**src/rtl/twsm_pkg.sv**
```systemverilog
`timescale 1ns / 1ps
`default_nettype none

package twsm_pkg;

    localparam int CoordBits = 13;
    localparam int SumBits   = CoordBits + 14;
    localparam int NumBits   = CoordBits + 12;
    localparam int DenBits   = CoordBits + 2;
    localparam int QuotBits  = 8;
    localparam int CfgIdxBits = 3;

    typedef enum logic [CfgIdxBits-1:0] {
        CFG_WINDOW_WIDTH  = 3'd0,
        CFG_WINDOW_HEIGHT = 3'd1,
        CFG_LETTERBOX_ON  = 3'd2,
        CFG_ROTATION      = 3'd3,
        CFG_GAP_PIXELS    = 3'd4
    } t_cfg_idx;

    typedef struct packed {
        logic [CoordBits-1:0] win_x;
        logic [CoordBits-1:0] win_y;
    } t_in_word;

    typedef struct packed {
        logic       on_screen;
        logic [7:0] screen_x;
        logic [7:0] screen_y;
    } t_out_word;

    typedef struct packed {
        logic [CoordBits-1:0] window_width;
        logic [CoordBits-1:0] window_height;
        logic                 letterbox_on;
        logic [1:0]           rotation;
        logic [CoordBits-1:0] gap_pixels;
    } t_cfg;

    typedef struct packed {
        logic               fail;
        logic               neg_x;
        logic [NumBits-1:0] num_x;
        logic [DenBits-1:0] den_x;
        logic               neg_y;
        logic [NumBits-1:0] num_y;
        logic [DenBits-1:0] den_y;
    } t_job;

endpackage

`default_nettype wire

```
**src/rtl/touch_window_to_screen_mapper.sv**
```systemverilog
`timescale 1ns / 1ps
`default_nettype none

// Channel  Direction  Signals                              Word
// in       input      i_in_valid / o_in_ready / i_in       t_in_word
// out      output     o_out_valid / i_out_ready / o_out    t_out_word
// cfg      input      i_cfg_valid / o_cfg_ready            i_cfg_index, i_cfg_data
//
// One word is accepted per cycle and one result leaves per cycle while the output is not stalled.
// Each word passes the classify register, the two-entry queue,
// the overflow check, eight quotient-bit stages and the output register.
// Synchronous active-low reset clears all valid flags and loads the register defaults.
// A stalled output holds the divider pipeline; the queue absorbs the front meanwhile.

module touch_window_to_screen_mapper (
    input  wire                                  i_clk,
    input  wire                                  i_rst_n,
    input  wire                                  i_in_valid,
    output logic                                 o_in_ready,
    input  twsm_pkg::t_in_word                   i_in,
    output logic                                 o_out_valid,
    input  wire                                  i_out_ready,
    output twsm_pkg::t_out_word                  o_out,
    input  wire                                  i_cfg_valid,
    output logic                                 o_cfg_ready,
    input  wire [twsm_pkg::CfgIdxBits-1:0]       i_cfg_index,
    input  wire [twsm_pkg::CoordBits-1:0]        i_cfg_data
);
    import twsm_pkg::*;

    t_cfg r_cfg;
    logic job_valid, job_ready, q_valid, q_ready;
    t_job job, q_job;

    assign o_cfg_ready = 1'b1;

    always_ff @(posedge i_clk) begin
        if (!i_rst_n) begin
            r_cfg.window_width  <= CoordBits'(256);
            r_cfg.window_height <= CoordBits'(384);
            r_cfg.letterbox_on  <= 1'b0;
            r_cfg.rotation      <= 2'd0;
            r_cfg.gap_pixels    <= '0;
        end else if (i_cfg_valid) begin
            case (t_cfg_idx'(i_cfg_index))
                CFG_WINDOW_WIDTH:  r_cfg.window_width  <= i_cfg_data;
                CFG_WINDOW_HEIGHT: r_cfg.window_height <= i_cfg_data;
                CFG_LETTERBOX_ON:  r_cfg.letterbox_on  <= i_cfg_data[0];
                CFG_ROTATION:      r_cfg.rotation      <= i_cfg_data[1:0];
                CFG_GAP_PIXELS:    r_cfg.gap_pixels    <= i_cfg_data;
                default: begin
                end
            endcase
        end
    end

    twsm_front u_front (
        .i_clk       (i_clk),
        .i_rst_n     (i_rst_n),
        .i_in_valid  (i_in_valid),
        .o_in_ready  (o_in_ready),
        .i_in        (i_in),
        .i_cfg       (r_cfg),
        .o_job_valid (job_valid),
        .i_job_ready (job_ready),
        .o_job       (job)
    );

    twsm_fifo u_fifo (
        .i_clk        (i_clk),
        .i_rst_n      (i_rst_n),
        .i_push_valid (job_valid),
        .o_push_ready (job_ready),
        .i_push       (job),
        .o_pop_valid  (q_valid),
        .i_pop_ready  (q_ready),
        .o_pop        (q_job)
    );

    twsm_div u_div (
        .i_clk       (i_clk),
        .i_rst_n     (i_rst_n),
        .i_job_valid (q_valid),
        .o_job_ready (q_ready),
        .i_job       (q_job),
        .o_out_valid (o_out_valid),
        .i_out_ready (i_out_ready),
        .o_out       (o_out)
    );

    a_row_range: assert property (@(posedge i_clk) disable iff (!i_rst_n)
        o_out_valid |-> (o_out.screen_y < 8'd192))
        else $error("screen row out of range");

    a_off_zero: assert property (@(posedge i_clk) disable iff (!i_rst_n)
        (o_out_valid && !o_out.on_screen) |-> (o_out.screen_x == 8'd0 && o_out.screen_y == 8'd0))
        else $error("off-screen result carries a coordinate");

    a_queue_full: assert property (@(posedge i_clk) disable iff (!i_rst_n)
        (job_valid && !job_ready) |-> q_valid)
        else $error("queue refuses a word while empty");

endmodule

`default_nettype wire

```
**src/rtl/twsm_front.sv**
```systemverilog
`timescale 1ns / 1ps
`default_nettype none

module twsm_front (
    input  wire                  i_clk,
    input  wire                  i_rst_n,
    input  wire                  i_in_valid,
    output logic                 o_in_ready,
    input  twsm_pkg::t_in_word   i_in,
    input  twsm_pkg::t_cfg       i_cfg,
    output logic                 o_job_valid,
    input  wire                  i_job_ready,
    output twsm_pkg::t_job       o_job
);
    import twsm_pkg::*;

    localparam int PadBits = SumBits - CoordBits;

    logic signed [SumBits-1:0] w0, h0, x0, y0, g;
    logic signed [SumBits-1:0] w1, h1, x1, y1;
    logic signed [SumBits-1:0] w2, h2, x2, y2;
    logic signed [SumBits-1:0] y3, h3, d;
    logic signed [SumBits-1:0] nx, ny, dx, dy, ax, ay, sum_x, sum_y;
    logic                      reject, wide, fail;
    logic                      r_valid;
    t_job                      r_job, n_job;

    always_comb begin
        w0 = $signed({{PadBits{1'b0}}, i_cfg.window_width});
        h0 = $signed({{PadBits{1'b0}}, i_cfg.window_height});
        x0 = $signed({{PadBits{1'b0}}, i_in.win_x});
        y0 = $signed({{PadBits{1'b0}}, i_in.win_y});
        g  = $signed({{PadBits{1'b0}}, i_cfg.gap_pixels});

        if (i_cfg.rotation[0]) begin
            w1 = h0;
            h1 = w0;
            x1 = y0;
            y1 = w0 - x0;
        end else begin
            w1 = w0;
            h1 = h0;
            x1 = x0;
            y1 = y0;
        end
        if (i_cfg.rotation[1]) begin
            x2 = w1 - x1;
            y2 = h1 - y1;
        end else begin
            x2 = x1;
            y2 = y1;
        end
        w2 = w1;
        h2 = h1;

        reject = 1'b0;
        y3 = y2;
        h3 = h2;
        if (g > 0) begin
            if ((h2 - g < (y2 <<< 1)) && ((y2 <<< 1) < h2 + g)) begin
                reject = 1'b1;
            end else if ((y2 <<< 1) >= h2 + g) begin
                y3 = y2 - g;
            end
            h3 = h2 - g;
        end
        fail = reject || (w2 <= 0) || (h3 <= 0);

        d = (y3 <<< 1) - h3;
        wide = i_cfg.letterbox_on && ((w2 + (w2 <<< 1)) > (h3 <<< 1));
        if (wide) begin
            nx = ((x2 <<< 2) + (x2 <<< 1) - w2 - (w2 <<< 1) + (h3 <<< 1)) <<< 6;
            dx = h3;
            ny = (d <<< 7) + (d <<< 6);
            dy = h3;
        end else if (i_cfg.letterbox_on) begin
            nx = x2 <<< 8;
            dx = w2;
            ny = d <<< 7;
            dy = w2;
        end else begin
            nx = x2 <<< 8;
            dx = w2;
            ny = (d <<< 7) + (d <<< 6);
            dy = h3;
        end

        ax = nx[SumBits-1] ? -nx : nx;
        ay = ny[SumBits-1] ? -ny : ny;
        sum_x = (ax <<< 1) + dx;
        sum_y = (ay <<< 1) + dy;

        n_job.fail  = fail;
        n_job.neg_x = nx[SumBits-1];
        n_job.num_x = sum_x[NumBits-1:0];
        n_job.den_x = DenBits'(dx <<< 1);
        n_job.neg_y = ny[SumBits-1];
        n_job.num_y = sum_y[NumBits-1:0];
        n_job.den_y = DenBits'(dy <<< 1);
    end

    assign o_in_ready  = !r_valid || i_job_ready;
    assign o_job_valid = r_valid;
    assign o_job       = r_job;

    always_ff @(posedge i_clk) begin
        if (!i_rst_n) begin
            r_valid <= 1'b0;
        end else if (o_in_ready) begin
            r_valid <= i_in_valid;
        end
    end

    always_ff @(posedge i_clk) begin
        if (o_in_ready && i_in_valid) begin
            r_job <= n_job;
        end
    end

endmodule

`default_nettype wire

```
**src/rtl/twsm_fifo.sv**
```systemverilog
`timescale 1ns / 1ps
`default_nettype none

module twsm_fifo (
    input  wire             i_clk,
    input  wire             i_rst_n,
    input  wire             i_push_valid,
    output logic            o_push_ready,
    input  twsm_pkg::t_job  i_push,
    output logic            o_pop_valid,
    input  wire             i_pop_ready,
    output twsm_pkg::t_job  o_pop
);
    import twsm_pkg::*;

    t_job       r_mem [0:1];
    logic       r_wp, r_rp;
    logic [1:0] r_cnt;
    logic       push, pop;

    assign o_push_ready = (r_cnt != 2'd2);
    assign o_pop_valid  = (r_cnt != 2'd0);
    assign o_pop        = r_mem[r_rp];
    assign push         = i_push_valid && o_push_ready;
    assign pop          = o_pop_valid && i_pop_ready;

    always_ff @(posedge i_clk) begin
        if (!i_rst_n) begin
            r_wp  <= 1'b0;
            r_rp  <= 1'b0;
            r_cnt <= 2'd0;
        end else begin
            if (push) begin
                r_wp <= !r_wp;
            end
            if (pop) begin
                r_rp <= !r_rp;
            end
            r_cnt <= r_cnt + {1'b0, push} - {1'b0, pop};
        end
    end

    always_ff @(posedge i_clk) begin
        if (push) begin
            r_mem[r_wp] <= i_push;
        end
    end

endmodule

`default_nettype wire

```
**src/rtl/twsm_div.sv**
```systemverilog
`timescale 1ns / 1ps
`default_nettype none

module twsm_div (
    input  wire                 i_clk,
    input  wire                 i_rst_n,
    input  wire                 i_job_valid,
    output logic                o_job_ready,
    input  twsm_pkg::t_job      i_job,
    output logic                o_out_valid,
    input  wire                 i_out_ready,
    output twsm_pkg::t_out_word o_out
);
    import twsm_pkg::*;

    localparam int Steps = QuotBits;

    logic                r_v    [0:Steps];
    logic                r_fail [0:Steps];
    logic                r_ovx  [0:Steps];
    logic                r_ovy  [0:Steps];
    logic                r_negx [0:Steps];
    logic                r_negy [0:Steps];
    logic [NumBits-1:0]  r_remx [0:Steps];
    logic [NumBits-1:0]  r_remy [0:Steps];
    logic [DenBits-1:0]  r_denx [0:Steps];
    logic [DenBits-1:0]  r_deny [0:Steps];
    logic [QuotBits-1:0] r_qx   [0:Steps];
    logic [QuotBits-1:0] r_qy   [0:Steps];
    logic                r_out_v;
    t_out_word           r_out, n_out;
    logic                en;
    logic                ok_x, ok_y, on;

    assign en          = !r_out_v || i_out_ready;
    assign o_job_ready = en;
    assign o_out_valid = r_out_v;
    assign o_out       = r_out;

    always_ff @(posedge i_clk) begin
        if (!i_rst_n) begin
            r_v[0] <= 1'b0;
        end else if (en) begin
            r_v[0] <= i_job_valid;
        end
    end

    always_ff @(posedge i_clk) begin
        if (en) begin
            r_fail[0] <= i_job.fail;
            r_negx[0] <= i_job.neg_x;
            r_negy[0] <= i_job.neg_y;
            r_ovx[0]  <= i_job.num_x >= NumBits'({i_job.den_x, 8'd0});
            r_ovy[0]  <= i_job.num_y >= NumBits'({i_job.den_y, 8'd0});
            r_remx[0] <= i_job.num_x;
            r_remy[0] <= i_job.num_y;
            r_denx[0] <= i_job.den_x;
            r_deny[0] <= i_job.den_y;
            r_qx[0]   <= '0;
            r_qy[0]   <= '0;
        end
    end

    for (genvar k = 1; k <= Steps; k++) begin : g_step
        logic [NumBits-1:0] trial_x, trial_y;
        logic               take_x, take_y;

        assign trial_x = NumBits'(r_denx[k-1]) << (Steps - k);
        assign trial_y = NumBits'(r_deny[k-1]) << (Steps - k);
        assign take_x  = r_remx[k-1] >= trial_x;
        assign take_y  = r_remy[k-1] >= trial_y;

        always_ff @(posedge i_clk) begin
            if (!i_rst_n) begin
                r_v[k] <= 1'b0;
            end else if (en) begin
                r_v[k] <= r_v[k-1];
            end
        end

        always_ff @(posedge i_clk) begin
            if (en) begin
                r_fail[k] <= r_fail[k-1];
                r_ovx[k]  <= r_ovx[k-1];
                r_ovy[k]  <= r_ovy[k-1];
                r_negx[k] <= r_negx[k-1];
                r_negy[k] <= r_negy[k-1];
                r_denx[k] <= r_denx[k-1];
                r_deny[k] <= r_deny[k-1];
                r_remx[k] <= take_x ? r_remx[k-1] - trial_x : r_remx[k-1];
                r_remy[k] <= take_y ? r_remy[k-1] - trial_y : r_remy[k-1];
                r_qx[k]   <= {r_qx[k-1][QuotBits-2:0], take_x};
                r_qy[k]   <= {r_qy[k-1][QuotBits-2:0], take_y};
            end
        end
    end

    always_comb begin
        ok_x = !r_ovx[Steps] && (!r_negx[Steps] || (r_qx[Steps] == '0));
        ok_y = !r_ovy[Steps] && (!r_negy[Steps] || (r_qy[Steps] == '0))
            && (r_qy[Steps] < 8'd192);
        on   = !r_fail[Steps] && ok_x && ok_y;
        n_out.on_screen = on;
        n_out.screen_x  = on ? r_qx[Steps] : 8'd0;
        n_out.screen_y  = on ? r_qy[Steps] : 8'd0;
    end

    always_ff @(posedge i_clk) begin
        if (!i_rst_n) begin
            r_out_v <= 1'b0;
        end else if (en) begin
            r_out_v <= r_v[Steps];
        end
    end

    always_ff @(posedge i_clk) begin
        if (en) begin
            r_out <= n_out;
        end
    end

endmodule

`default_nettype wire

```
**config.mk**
```make
export PLATFORM = sky130hd
export DESIGN_NAME = touch_window_to_screen_mapper
export DESIGN_NICKNAME = d
export VERILOG_FILES = /design/src/rtl/twsm_pkg.sv /design/src/rtl/touch_window_to_screen_mapper.sv /design/src/rtl/twsm_front.sv /design/src/rtl/twsm_fifo.sv /design/src/rtl/twsm_div.sv
export SDC_FILE = /design/constraint.sdc
export NUM_CORES = 2
export LEC_CHECK = 0
export ABC_AREA = 1
export BUFFER_PORTS_ARGS = -buffer_cell sky130_fd_sc_hd__buf_2
export CELL_PAD_IN_SITES_DETAIL_PLACEMENT = 1
export CELL_PAD_IN_SITES_GLOBAL_PLACEMENT = 1
export CORE_MARGIN = 2
export CORE_UTILIZATION = 50
export DETAILED_ROUTE_END_ITERATION = 10
export HOLD_SLACK_MARGIN = 0.03
export PLACE_DENSITY = 0.91
export SLEW_MARGIN = 25
export SYNTH_ARGS = -nofsm -noshare
export SYNTH_HDL_FRONTEND = slang
export SYNTH_HIERARCHICAL = 1
export SYNTH_SLANG_ARGS = --single-unit
```
**constraint.sdc**
```tcl
create_clock -name i_clk -period 30.1 [get_ports i_clk]
set_input_delay 1.505 -clock i_clk [delete_from_list [all_inputs] [get_ports i_clk]]
set_output_delay 1.505 -clock i_clk [all_outputs]
set_load 0.01 [all_outputs]
```
==> impl_results.md <==
- DIE HEIGHT: 382 µm
- Primary FF master, synth: edfxtp_1
- Synth area leader: edfxtp_1
- Clock insertion delay at the later pin of the skew report: 0.77 ns
- Fin util: 0.547
- Post-DR wirelength/cell: 21.6 µm
- Worst Path Arrival: 13.17 ns
- Outcome: completed
- Initial antenna violation count: 4
- Clock root buffer: clkbuf_16
- Total grt overflow: 0
- RD Place Congestion: 0.935
- Critical R2R Launch: r_cfg[13]$_SDFFE_PN0P_
- Largest net degree at the start of global routing: 203
- Post-synthesis cell count: 8,673
- Htree depth: 3
- # DRC: 0
- Share of Yosys cell area claimed by the top area cell type: 0.427
- Peak Freq: 79.3 MHz
- WL final: 232,000 µm
- Footprint of the multi-input gates: 33,500 µm²
- Number of enable flip-flop cells after synthesis: 1,015
- First-pass GRT wire length: 361,000 µm
- Rows: 138
- ANT nets after route: 0
- Initial DRC count: 3,910
- Final Hold Viols: 0
- CP max-delay cell: fa_1
- Register area: 31,500 µm²
- Period Utilization, post-route: 0.419
- Synth Warn #: 6
- Port Buffers: 65
- Ys async rst share: 0
- # fillers: 17,000
- Crit end category: flip-flop
- GR Layer Usage met3: 0.0406
- Tmin final: 12.60 ns
- Total Nets Final: 9,381
- Most frequent cell after synthesis: nand2_1
- Die W: 382 µm
- Number of global-route vias before repair: 65,700
- Worst-path maximum fanout: 70
- Clock sinks: 1,065
- Worst R2R Path Depth: 55
- CTS tree: built
- DPL Wire Length: 175,000 µm
- Final setup viols: 0
- Core area: 142,000 µm²
- Clk slew on worst S/H paths: 0.07 ns
- Power per cell area: 133 nW/µm²
- Post-CTS Setup Inserts: 0
- Crit path kind: flip-flop to flip-flop
- Syn Area/Cell: 8.23 µm²
- CP peak stage delay: 0.57 ns
- IO Pins: 67
- CP startpoint kind: flip-flop
- Ranking of synthesized cells by area: edfxtp_1, nand2_1, ha_1, inv_1, nand3_1
- Register area share after synthesis: 0.441
- Gr usage total: 0.314
- Full die area: 146,000 µm²
- Post-cts resize count: 0
- Leakage: 0.0374 µW
- Slew headroom: 0.301
- Commonest cells post-synth: nand2_1, inv_1, edfxtp_1
- Synth Register Bits: 1,065
- RSZ-0062 raised after global routing: false
- Initial core utilization: 0.504
- Post-Route Skew: 0.0346 ns
- Least-Margin Pin Slew: 1.05 ns
- CTS max path bufs: 3
- Worst hold path type: flip-flop to flip-flop
- Via count: 60,600
- Setup TNS: 0 ns
- Max_cap viols: 0
- Most crowded layer after global routing: met2
- Post-synthesis instance area: 71,400 µm²
- Crit. Startpoint: r_cfg[13]$_SDFFE_PN0P_
- R2r setup slk: 17.50 ns
- Synth cell types: 72
- Hold_buf cts: 0
- Via density: 5.63
- First-pass iteration count of the detailed router: 5
- CP Data Required Time: 30.67 ns
- R2r endpoint: u_front/o_job[79]$_DFFE_PP_
- Num CTS Buffers: 116
- GR Util met2: 0.578
- Crit path to: u_front/o_job[79]$_DFFE_PP_
- Layout overhead on the synthesized area: 8.51%
- VDD IR-drop max: 0.121 mV
- Share of post-route cells with drive strength above 1: 0.0643
- Met1 usage: 0.344
- Pins over their slew limit: 0
logic make-up after synthesis:
| family | synth area share |
|---|---|
| other cells | 0.000105 |
| simple gates | 0.254 |
| xor+xnor | 0.0322 |
| buf+inv | 0.0908 |
| fa+ha+maj | 0.106 |
| mux | 0.0171 |
| compound gates | 0.0588 |
| flops | 0.441 |
stage by stage:
step	hold WS, ns	area, µm²	total power, µW	cells	worst slack [ns]
finish	0.411	77500	10300	10800	17.50
global route	0.415	77500	11100	10800	16.93
detailed placement	0.405	73400	8610	10500	17.21
CTS	0.406	77400	10300	10800	17.78
floorplan	0.400	71400	6900	8674	8.52
global placement	0.401	73400	8110	10500	17.78
where the power goes:
part	switching [µW]	internal, µW	total, µW	leakage, µW
Clock	650	866	1520	0.00194
Combinational	4030	1980	6020	0.0247
Sequential	392	2410	2800	0.0108
cells in the final DEF (no fill, tap or decap), drive strengths merged, types with 2 or more instances in the layout:
master and n:
clkbuf 130, a21boi 9, a211oi 6, nor3b 5, and3 2, edfxtp 1015, o2111ai 3, nor2 734
nand3b 45, clkinvlp 10, ha 505, a31oi 14, bufinv 17, nand3 620, conb 3, nor3 53
nand2 2714, inv 1475, nand4 96, buf 100, mux2i 2, o21ai 288, o21a 4, o31ai 7
o22ai 3, or2 35, a21o 15, a21oi 384, o211ai 10, o21bai 21, clkinv 54, o221ai 2
xnor2 64, and2 14, xor2 197, mux2 83, dfxtp 50, fa 63, nor4 10
sequential cells by signal, summed over array words and instances, names as in the netlist, 2 cells and up, named ones only:
name and cells:
u_div/r_qx 36, u_div/r_deny 120, u_fifo/r_cnt 2, u_div/r_qy 36, u_div/r_fail 9, u_div/r_remx 200, u_div/r_v 9, u_front/o_job 67
u_div/r_negy 9, u_div/r_remy 200, u_fifo/r_mem 166, u_div/r_denx 120, u_div/o_out 17, u_div/r_ovx 9, r_cfg 42, u_div/r_ovy 9
u_div/r_negx 9
area by class of cell:
type	count	share of cell area
Tap cell	1890	0.0305
Antenna cell	1	0.0000323
Clock buffer	130	0.0384
Multi-Input combinational cell	6018	0.432
Inverter	1465	0.0710
Clock inverter	91	0.0132
Sequential cell	1065	0.406
Timing Repair Buffer	100	0.00822
worst min path at each step:
stage / from / endpoint / depth (start not counted) / slack (ns)
floorplan: u_div/r_fail[0][0]$_DFFE_PN_ / u_div/r_fail[0][1]$_DFFE_PN_ / 0 / 0.40
global placement: u_div/r_qx[0][51]$_DFFE_PN_ / u_div/r_qx[0][60]$_DFFE_PN_ / 0 / 0.40
detailed placement: u_div/r_qx[0][52]$_DFFE_PN_ / u_div/r_qx[0][61]$_DFFE_PN_ / 0 / 0.41
CTS: u_div/r_qy[0][18]$_DFFE_PN_ / u_div/r_qy[0][27]$_DFFE_PN_ / 0 / 0.41
global route: u_div/r_qx[0][26]$_DFFE_PN_ / u_div/r_qx[0][35]$_DFFE_PN_ / 0 / 0.41
finish: u_div/r_qx[0][18]$_DFFE_PN_ / u_div/r_qx[0][27]$_DFFE_PN_ / 0 / 0.41
critical path: cells and delay by family, from the launching register on:
family	cells	cell delay, ns
AOI/OAI and AO/OA	20	4.52
xor gates and xnor gates	1	0.24
adders and majority gates	7	3.32
buffers and inverters	9	1.89
DFF	1	0.34
and+or+nand+nor	18	2.07
routing by layer:
metal	share of wire	vias to the layer above	wire length, µm
met4	0.064	2	14800
met3	0.044	790	10100
met5	0.000069	-	16
li1	-	28300	-
met2	0.51	1877	119000
met1	0.38	29600	88400
Power figures use the tool's default switching activity.
